**src/hdl/skf_pkg.sv**
```systemverilog
// Shared types, constants and the scancode-to-ASCII table for the keyboard buffer.
`timescale 1ns / 1ps

package skf_pkg;

    localparam int RING_DEPTH_DEF = 16;
    localparam int KEY_COUNT      = 128;
    localparam int CODE_W         = $clog2(KEY_COUNT);

    // Request kinds on the input channel
    typedef enum logic {
        REQ_SCAN = 1'b0,
        REQ_POP  = 1'b1
    } req_kind_t;

    typedef struct packed {
        req_kind_t  req_type;
        logic [7:0] scancode;
    } skf_req_t;

    typedef struct packed {
        logic [7:0] char_out;
        logic       char_valid;
        logic       char_dropped;
        logic       up_held;
        logic       down_held;
        logic       left_held;
        logic       right_held;
        logic       fire_held;
        logic       quit_held;
        logic       enter_held;
    } skf_res_t;

    // Scancode constants
    localparam logic [7:0]        SC_PREFIX   = 8'hE0;
    localparam logic [7:0]        SC_BREAK    = 8'h80;
    localparam logic [CODE_W-1:0] KC_ESC      = CODE_W'(8'h01);
    localparam logic [CODE_W-1:0] KC_Q        = CODE_W'(8'h10);
    localparam logic [CODE_W-1:0] KC_ENTER    = CODE_W'(8'h1C);
    localparam logic [CODE_W-1:0] KC_LSHIFT   = CODE_W'(8'h2A);
    localparam logic [CODE_W-1:0] KC_Z        = CODE_W'(8'h2C);
    localparam logic [CODE_W-1:0] KC_RSHIFT   = CODE_W'(8'h36);
    localparam logic [CODE_W-1:0] KC_SPACE    = CODE_W'(8'h39);
    localparam logic [CODE_W-1:0] KC_UP       = CODE_W'(8'h48);
    localparam logic [CODE_W-1:0] KC_LEFT     = CODE_W'(8'h4B);
    localparam logic [CODE_W-1:0] KC_RIGHT    = CODE_W'(8'h4D);
    localparam logic [CODE_W-1:0] KC_DOWN     = CODE_W'(8'h50);
    localparam logic [CODE_W-1:0] KC_MAP_END  = CODE_W'(8'h36);
    localparam logic [7:0]        ASCII_SPACE = 8'h20;

    localparam int MAP_LEN = 54;

    // US layout, codes 0x00..0x35; zero means no character
    localparam logic [7:0] PLAIN_MAP [MAP_LEN] = '{
        8'h00, 8'h1B, 8'h31, 8'h32, 8'h33, 8'h34, 8'h35, 8'h36,
        8'h37, 8'h38, 8'h39, 8'h30, 8'h2D, 8'h3D, 8'h08, 8'h00,
        8'h71, 8'h77, 8'h65, 8'h72, 8'h74, 8'h79, 8'h75, 8'h69,
        8'h6F, 8'h70, 8'h5B, 8'h5D, 8'h0D, 8'h00,
        8'h61, 8'h73, 8'h64, 8'h66, 8'h67, 8'h68, 8'h6A, 8'h6B,
        8'h6C, 8'h3B, 8'h27, 8'h60, 8'h00, 8'h5C,
        8'h7A, 8'h78, 8'h63, 8'h76, 8'h62, 8'h6E, 8'h6D, 8'h2C,
        8'h2E, 8'h2F
    };

    localparam logic [7:0] SHIFT_MAP [MAP_LEN] = '{
        8'h00, 8'h1B, 8'h21, 8'h40, 8'h23, 8'h24, 8'h25, 8'h5E,
        8'h26, 8'h2A, 8'h28, 8'h29, 8'h5F, 8'h2B, 8'h08, 8'h00,
        8'h51, 8'h57, 8'h45, 8'h52, 8'h54, 8'h59, 8'h55, 8'h49,
        8'h4F, 8'h50, 8'h7B, 8'h7D, 8'h0D, 8'h00,
        8'h41, 8'h53, 8'h44, 8'h46, 8'h47, 8'h48, 8'h4A, 8'h4B,
        8'h4C, 8'h3A, 8'h22, 8'h7E, 8'h00, 8'h7C,
        8'h5A, 8'h58, 8'h43, 8'h56, 8'h42, 8'h4E, 8'h4D, 8'h3C,
        8'h3E, 8'h3F
    };

    function automatic logic [7:0] to_ascii(input logic [CODE_W-1:0] code,
                                            input logic shifted);
        logic [5:0] idx;
        idx = code[5:0];
        if (code == KC_SPACE) begin
            return ASCII_SPACE;
        end else if (code >= KC_MAP_END) begin
            return 8'h00;
        end else if (shifted) begin
            return SHIFT_MAP[idx];
        end else begin
            return PLAIN_MAP[idx];
        end
    endfunction

endpackage

```
**src/hdl/skf_ring.sv**
```systemverilog
// Character ring: synchronous memory with write and read pointers, one slot kept empty.
`timescale 1ns / 1ps

module skf_ring
    import skf_pkg::*;
#(
    parameter int RING_DEPTH = RING_DEPTH_DEF
) (
    input  logic       aclk,
    input  logic       aresetn,
    input  logic       push,
    input  logic [7:0] push_data,
    input  logic       pop,
    output logic [7:0] rd_data,
    output logic       full,
    output logic       empty
);

    localparam int PTR_W = (RING_DEPTH > 1) ? $clog2(RING_DEPTH) : 1;
    localparam logic [PTR_W-1:0] PTR_LAST = PTR_W'(RING_DEPTH - 1);

    logic [7:0]       ring_mem [RING_DEPTH];
    logic [7:0]       rd_data_reg;
    logic [PTR_W-1:0] write_ptr_reg, write_ptr_next;
    logic [PTR_W-1:0] read_ptr_reg, read_ptr_next;
    logic [PTR_W-1:0] write_ptr_inc, read_ptr_inc;

    assign write_ptr_inc = (write_ptr_reg == PTR_LAST) ? '0 : write_ptr_reg + 1'b1;
    assign read_ptr_inc  = (read_ptr_reg == PTR_LAST) ? '0 : read_ptr_reg + 1'b1;

    assign empty   = (write_ptr_reg == read_ptr_reg);
    assign full    = (write_ptr_inc == read_ptr_reg);
    assign rd_data = rd_data_reg;

    assign write_ptr_next = push ? write_ptr_inc : write_ptr_reg;
    assign read_ptr_next  = pop ? read_ptr_inc : read_ptr_reg;

    always_ff @(posedge aclk) begin
        if (!aresetn) begin
            write_ptr_reg <= '0;
            read_ptr_reg  <= '0;
        end else begin
            write_ptr_reg <= write_ptr_next;
            read_ptr_reg  <= read_ptr_next;
        end
    end

    always_ff @(posedge aclk) begin
        if (push) begin
            ring_mem[write_ptr_reg] <= push_data;
        end
    end

    // Read data holds until the next pop
    always_ff @(posedge aclk) begin
        if (pop) begin
            rd_data_reg <= ring_mem[read_ptr_reg];
        end
    end

endmodule

```
**src/hdl/scancode_keyboard_fifo.sv**
```systemverilog
// Top level: set-1 scancode decoder with held-key tracking and a typed-character ring.
// Pipeline: an accepted request is registered in stage 1 and then in the output register,
// where m_valid rises once that output register is empty or being drained.
// Throughput: one request per cycle while the output is not stalled; one more request
// is taken while an earlier result waits at the output.
// Reset (aresetn low, synchronous): pointers, held keys and all valid flags clear;
// ring contents are not cleared, since only written slots are ever read.
`timescale 1ns / 1ps

module scancode_keyboard_fifo
    import skf_pkg::*;
#(
    parameter int RING_DEPTH = RING_DEPTH_DEF
) (
    input  logic     aclk,
    input  logic     aresetn,
    input  logic     s_valid,
    output logic     s_ready,
    input  skf_req_t s_req,
    output logic     m_valid,
    input  logic     m_ready,
    output skf_res_t m_res
);

    // Only the keys that reach an output or pick the shift table are tracked;
    // the held bit of any other code is never observed.
    typedef struct packed {
        logic up;
        logic down;
        logic left;
        logic right;
        logic z;
        logic space;
        logic q;
        logic esc;
        logic enter;
        logic lshift;
        logic rshift;
    } held_keys_t;

    // Stage 1 flags travel alongside the ring read data
    typedef struct packed {
        logic char_valid;
        logic char_dropped;
        logic up_held;
        logic down_held;
        logic left_held;
        logic right_held;
        logic fire_held;
        logic quit_held;
        logic enter_held;
    } stage_flags_t;

    logic                accept;
    logic                is_scan, is_pop;
    logic [CODE_W-1:0]   code;
    logic                make;
    logic [7:0]          typed_char;
    logic                ring_push, ring_pop, ring_full, ring_empty;
    logic [7:0]          ring_rd_data;
    held_keys_t          keys_reg, keys_next;
    stage_flags_t        s1_flags_reg, s1_flags_next;
    logic                s1_valid_reg, s1_valid_next;
    logic                s1_advance;
    logic                m_valid_reg, m_valid_next;
    skf_res_t            m_res_reg, m_res_next;

    // Advance stage 1 whenever the output register is empty or being drained
    assign s1_advance = s1_valid_reg && (!m_valid_reg || m_ready);
    assign s_ready    = !s1_valid_reg || s1_advance;
    assign accept     = s_valid && s_ready;

    assign is_pop  = (s_req.req_type == REQ_POP);
    assign is_scan = (s_req.req_type == REQ_SCAN) && (s_req.scancode != SC_PREFIX);
    assign code    = s_req.scancode[CODE_W-1:0];
    assign make    = ((s_req.scancode & SC_BREAK) == 8'h00);

    // A shift key itself maps to no character, so the held state before
    // this request picks the table correctly
    assign typed_char = make ? to_ascii(code, keys_reg.lshift || keys_reg.rshift) : 8'h00;

    assign ring_push = accept && is_scan && (typed_char != 8'h00) && !ring_full;
    assign ring_pop  = accept && is_pop && !ring_empty;

    skf_ring #(
        .RING_DEPTH (RING_DEPTH)
    ) u_ring (
        .aclk      (aclk),
        .aresetn   (aresetn),
        .push      (ring_push),
        .push_data (typed_char),
        .pop       (ring_pop),
        .rd_data   (ring_rd_data),
        .full      (ring_full),
        .empty     (ring_empty)
    );

    // Held-key update: make sets, break clears
    always_comb begin
        keys_next = keys_reg;
        if (accept && is_scan) begin
            if (code == KC_UP)     keys_next.up     = make;
            if (code == KC_DOWN)   keys_next.down   = make;
            if (code == KC_LEFT)   keys_next.left   = make;
            if (code == KC_RIGHT)  keys_next.right  = make;
            if (code == KC_Z)      keys_next.z      = make;
            if (code == KC_SPACE)  keys_next.space  = make;
            if (code == KC_Q)      keys_next.q      = make;
            if (code == KC_ESC)    keys_next.esc    = make;
            if (code == KC_ENTER)  keys_next.enter  = make;
            if (code == KC_LSHIFT) keys_next.lshift = make;
            if (code == KC_RSHIFT) keys_next.rshift = make;
        end
    end

    // Capture the result flags with the key states after this request
    always_comb begin
        s1_flags_next.char_valid   = ring_pop;
        s1_flags_next.char_dropped = accept && is_scan && (typed_char != 8'h00) && ring_full;
        s1_flags_next.up_held      = keys_next.up;
        s1_flags_next.down_held    = keys_next.down;
        s1_flags_next.left_held    = keys_next.left;
        s1_flags_next.right_held   = keys_next.right;
        s1_flags_next.fire_held    = keys_next.z || keys_next.space;
        s1_flags_next.quit_held    = keys_next.q || keys_next.esc;
        s1_flags_next.enter_held   = keys_next.enter;
    end

    always_comb begin
        s1_valid_next = s1_valid_reg;
        if (accept) begin
            s1_valid_next = 1'b1;
        end else if (s1_advance) begin
            s1_valid_next = 1'b0;
        end
    end

    // Output register: merge ring read data with the stage 1 flags
    always_comb begin
        m_valid_next = m_valid_reg;
        m_res_next   = m_res_reg;
        if (s1_advance) begin
            m_valid_next            = 1'b1;
            m_res_next.char_out     = s1_flags_reg.char_valid ? ring_rd_data : 8'h00;
            m_res_next.char_valid   = s1_flags_reg.char_valid;
            m_res_next.char_dropped = s1_flags_reg.char_dropped;
            m_res_next.up_held      = s1_flags_reg.up_held;
            m_res_next.down_held    = s1_flags_reg.down_held;
            m_res_next.left_held    = s1_flags_reg.left_held;
            m_res_next.right_held   = s1_flags_reg.right_held;
            m_res_next.fire_held    = s1_flags_reg.fire_held;
            m_res_next.quit_held    = s1_flags_reg.quit_held;
            m_res_next.enter_held   = s1_flags_reg.enter_held;
        end else if (m_ready) begin
            m_valid_next = 1'b0;
        end
    end

    always_ff @(posedge aclk) begin
        if (!aresetn) begin
            keys_reg     <= '0;
            s1_valid_reg <= 1'b0;
            m_valid_reg  <= 1'b0;
        end else begin
            keys_reg     <= keys_next;
            s1_valid_reg <= s1_valid_next;
            m_valid_reg  <= m_valid_next;
        end
    end

    // Payload registers: hold unless a new request or result lands
    always_ff @(posedge aclk) begin
        if (accept) begin
            s1_flags_reg <= s1_flags_next;
        end
        m_res_reg <= m_res_next;
    end

    assign m_valid = m_valid_reg;
    assign m_res   = m_res_reg;

endmodule

```
**config.mk**
```make
export PLATFORM = sky130hd
export DESIGN_NAME = scancode_keyboard_fifo
export DESIGN_NICKNAME = d
export VERILOG_FILES = /design/src/hdl/skf_pkg.sv /design/src/hdl/skf_ring.sv /design/src/hdl/scancode_keyboard_fifo.sv
export SDC_FILE = /design/constraint.sdc
export NUM_CORES = 1
export LEC_CHECK = 0
export BUFFER_PORTS_ARGS = -buffer_cell sky130_fd_sc_hd__buf_2
export CAP_MARGIN = 20
export CORE_ASPECT_RATIO = 1.75
export CORE_UTILIZATION = 40
export CTS_CLUSTER_SIZE = 28
export DETAILED_ROUTE_END_ITERATION = 8
export PLACE_DENSITY = 0.63
export SYNTH_ARGS = -nofsm -noshare
export SYNTH_HDL_FRONTEND = slang
export SYNTH_SLANG_ARGS = --single-unit
export TNS_END_PERCENT = 100
```
**constraint.sdc**
```tcl
create_clock -name aclk -period 4.2 [get_ports aclk]
set_clock_uncertainty 0.05 [all_clocks]
set_input_delay 0 -clock aclk [delete_from_list [all_inputs] [get_ports aclk]]
set_output_delay 0 -clock aclk [all_outputs]
set_load 0.005 [all_outputs]
```
==> out/qor.txt <==
Hold path endpoint: s1_flags_reg[5]$_DFFE_PP_
Peak Freq: 0.319 GHz
Initial core utilization: 41.1%
Post-DP HPWL: 12900 um
Slowest stage delay, CP: 0.47 ns
Data required, critical path: 4.29 ns
Rel. slew slack: 53.9%
Hold_buf cts: 5
Routed wire length: 18100 um
Final hold vios: 0
CP startpoint kind: flip-flop
Initial antenna violation count: 0
# resized after CTS: 0
Layout Cells excl Fill: 831
IO Port Bufs: 30
Pins Over Slew Limit: 0
Die Wd: 107 um
Most used DFF post-synth: edfxtp_1
Buf/Inv on CP: 1
R2R Setup Slk: 1.07 ns
Asr flop ratio synth: 0%
Core box area: 18700 um^2
Post-route ant nets: 0
Kind of critical path: flip-flop to flip-flop
Cells after DPL: 793
Share of cells above drive strength 1: 22.3%
Total CTS buffers: 17
Post-route clock period utilization: 74.6%
Worst IR Drop VDD: 0.242 mV
Status: finished, final reports clean
Yosys reg bits: 165
I/O Pins: 32
Synth warnings: 0
CTS tree: yes
Clock Sink Count: 165
Critical path cell sequence: nor2_2, a21oi_1, a211o_1, a211oi_2, a31oi_1, nor4b_2, nor2_1, buf_4, and3_1
RR Endpoint: u_ring.ring_mem[7][4]$_DFFE_PP_
CP max stage cell: nor4b_2
Grt total ovfl: 0
Die height: 186 um
Via count of the routed design: 4773
Yosys top cell area share: 56.1%
CP delay by family, top: simple AND/OR/NAND/NOR gates
Via count of the first global-routing pass: 5025
Syn_area_per_cell: 14.2 um^2
Fin crit period: 3.13 ns
Max reg flops: 112
Endpoints failing setup: 0
Setup slack after layout: 1.07 ns
Global-route wire length before repair: 28300 um
Arr. time, crit path: 3.23 ns
Post-CTS Setup Bufs: 0
Synth area leaders: edfxtp_1 56%, mux4_2 11%, dfxtp_1 5.5%, ha_1 2.9%, and2_1 1.5%
Unrepaired setup endpoints after global routing: false
Std-Cell Rows: 66
RePlAce Congestion: 1.02
Fill count: 1586
Nets: 611
Max-cap violations: 0
Pwr dens: 424 nW/um^2
WL per Instance: 21.7 um
Mapped cell area: 7700 um^2
Critical path peak fanout: 14
Clock tree buffer depth: 2
Reg2reg path depth: 9
Hold Crit Start: s_req[6]
First drt pass iteration count: 5
Leakage power: 3.04 nW
Total GRT Usage: 19.6%
Slew @ Worst Pin: 0.692 ns
Pre-CTS worst setup slack: 0.634 ns
Post-synthesis cell type count: 64
Antenna diode count: 0
# DRC: 0
Hold Crit Depth: 3
Die Area: 19800 um^2
Yosys top cell by area: edfxtp_1
Post-synth EDFFs: 144
Clock latency on the worst-skew pair: 0.43 ns
Via density: 5.74
Final Hold Slack: 0.0348 ns
Largest net degree at the start of global routing: 43
CP Capture Type: flip-flop
TNS Setup: 0 ns
Reg area: 4750 um^2
Syn_nets: 572
Seq/Total Area, Yosys: 61.6%
FF-to-FF Start: keys_reg[0]$_SDFFE_PN0P_
Multi-input gate area: 2740 um^2
Count leader, synth: edfxtp_1
Hold WC Path Type: primary input to flip-flop
Reg clk slew, reported paths: 0.07 ns
First DRT Iteration DRCs: 380
Layout overhead on the synthesized area: 14.1%
Syn Inst Count: 541
Root buf cell: clkbuf_16
Synth top cells by count: 144 x edfxtp_1, 36 x mux4_2, 30 x nand2_1
H-tree depth: 4
==> tightest hold or removal path, cell delays in order <==
cell,delay (ns)
buf_2,0.14
nand3_1,0.09
mux2_2,0.17
==> placed cells by master, fill, tap and decap left out, types with 9 or more instances in the layout <==
master,instances
mux4_2,36
nand2_1,30
o21ai_0,13
buf_4,16
nor2_1,28
inv_1,14
and2_1,18
nand2b_1,10
nor2b_1,15
clkbuf_16,17
dfxtp_1,20
mux2i_1,9
nand3_1,10
edfxtp_1,144
nor3_1,10
buf_2,30
ha_1,18
and3_1,17
a21oi_1,20
==> stage by stage <==
stage / util, % / total power [W] / instance area (um^2)
after floorplan: - / 0.00203 / 7700
after global placement: 43.3 / 0.00212 / 8110
after CTS: 46.8 / 0.00375 / 8780
after detailed placement: 43.3 / 0.00213 / 8110
final: 46.9 / 0.00373 / 8790
after global routing: 46.9 / 0.00384 / 8790
==> report_power, final <==
group / switching, W / internal (W)
Combinational: 0.000175 / 0.000106
Sequential: 0.0000109 / 0.00181
Clock: 0.000678 / 0.000954
==> logic make-up after synthesis <==
kind of cell / share of synthesized area (%)
simple gates: 11.9
flops: 61.6
compound gates: 7.26
mux: 12.3
buf+inv: 2.86
fa+ha+maj: 2.92
xor+xnor: 1.14
other cells: 0.0487
==> worst max path at each step <==
| stage | from | end | slack, ns | cells past startpoint |
|---|---|---|---|---|
| 2_1_floorplan | s_req[0] | u_ring.ring_mem[3][0]$_DFFE_PP_ | 0.97 | 10 |
| 3_3_place_gp | s_req[1] | u_ring.ring_mem[3][2]$_DFFE_PP_ | 0.70 | 11 |
| 3_5_place_dp | s_req[1] | u_ring.ring_mem[3][2]$_DFFE_PP_ | 0.63 | 11 |
| 4_1_cts | u_ring.write_ptr_reg[0]$_SDFFE_PN0P_ | u_ring.ring_mem[3][6]$_DFFE_PP_ | 1.0 | 8 |
| 5_1_grt | keys_reg[0]$_SDFFE_PN0P_ | u_ring.ring_mem[15][2]$_DFFE_PP_ | 0.88 | 9 |
| 6_report | keys_reg[0]$_SDFFE_PN0P_ | u_ring.ring_mem[7][4]$_DFFE_PP_ | 1.07 | 9 |
==> routing by layer <==
layer | track usage, % | up-vias | routed length [um]
li1 | - | 2168 | -
met2 | 37.9 | 182 | 10300
met5 | 0 | - | 0
met3 | 3.05 | 54 | 684
met1 | 19.6 | 2369 | 6290
met4 | 10.6 | 0 | 768
==> area by class of cell <==
class                   count  area share [%]
well taps                 238            3.39
flip-flops and latches    165            54.0
clock inverters            15            2.21
clock buffers              17            4.84
multi-input cells         328            31.1
repair buffers             52            3.73
inverters                  16           0.683
Power figures use the tool's default switching activity.
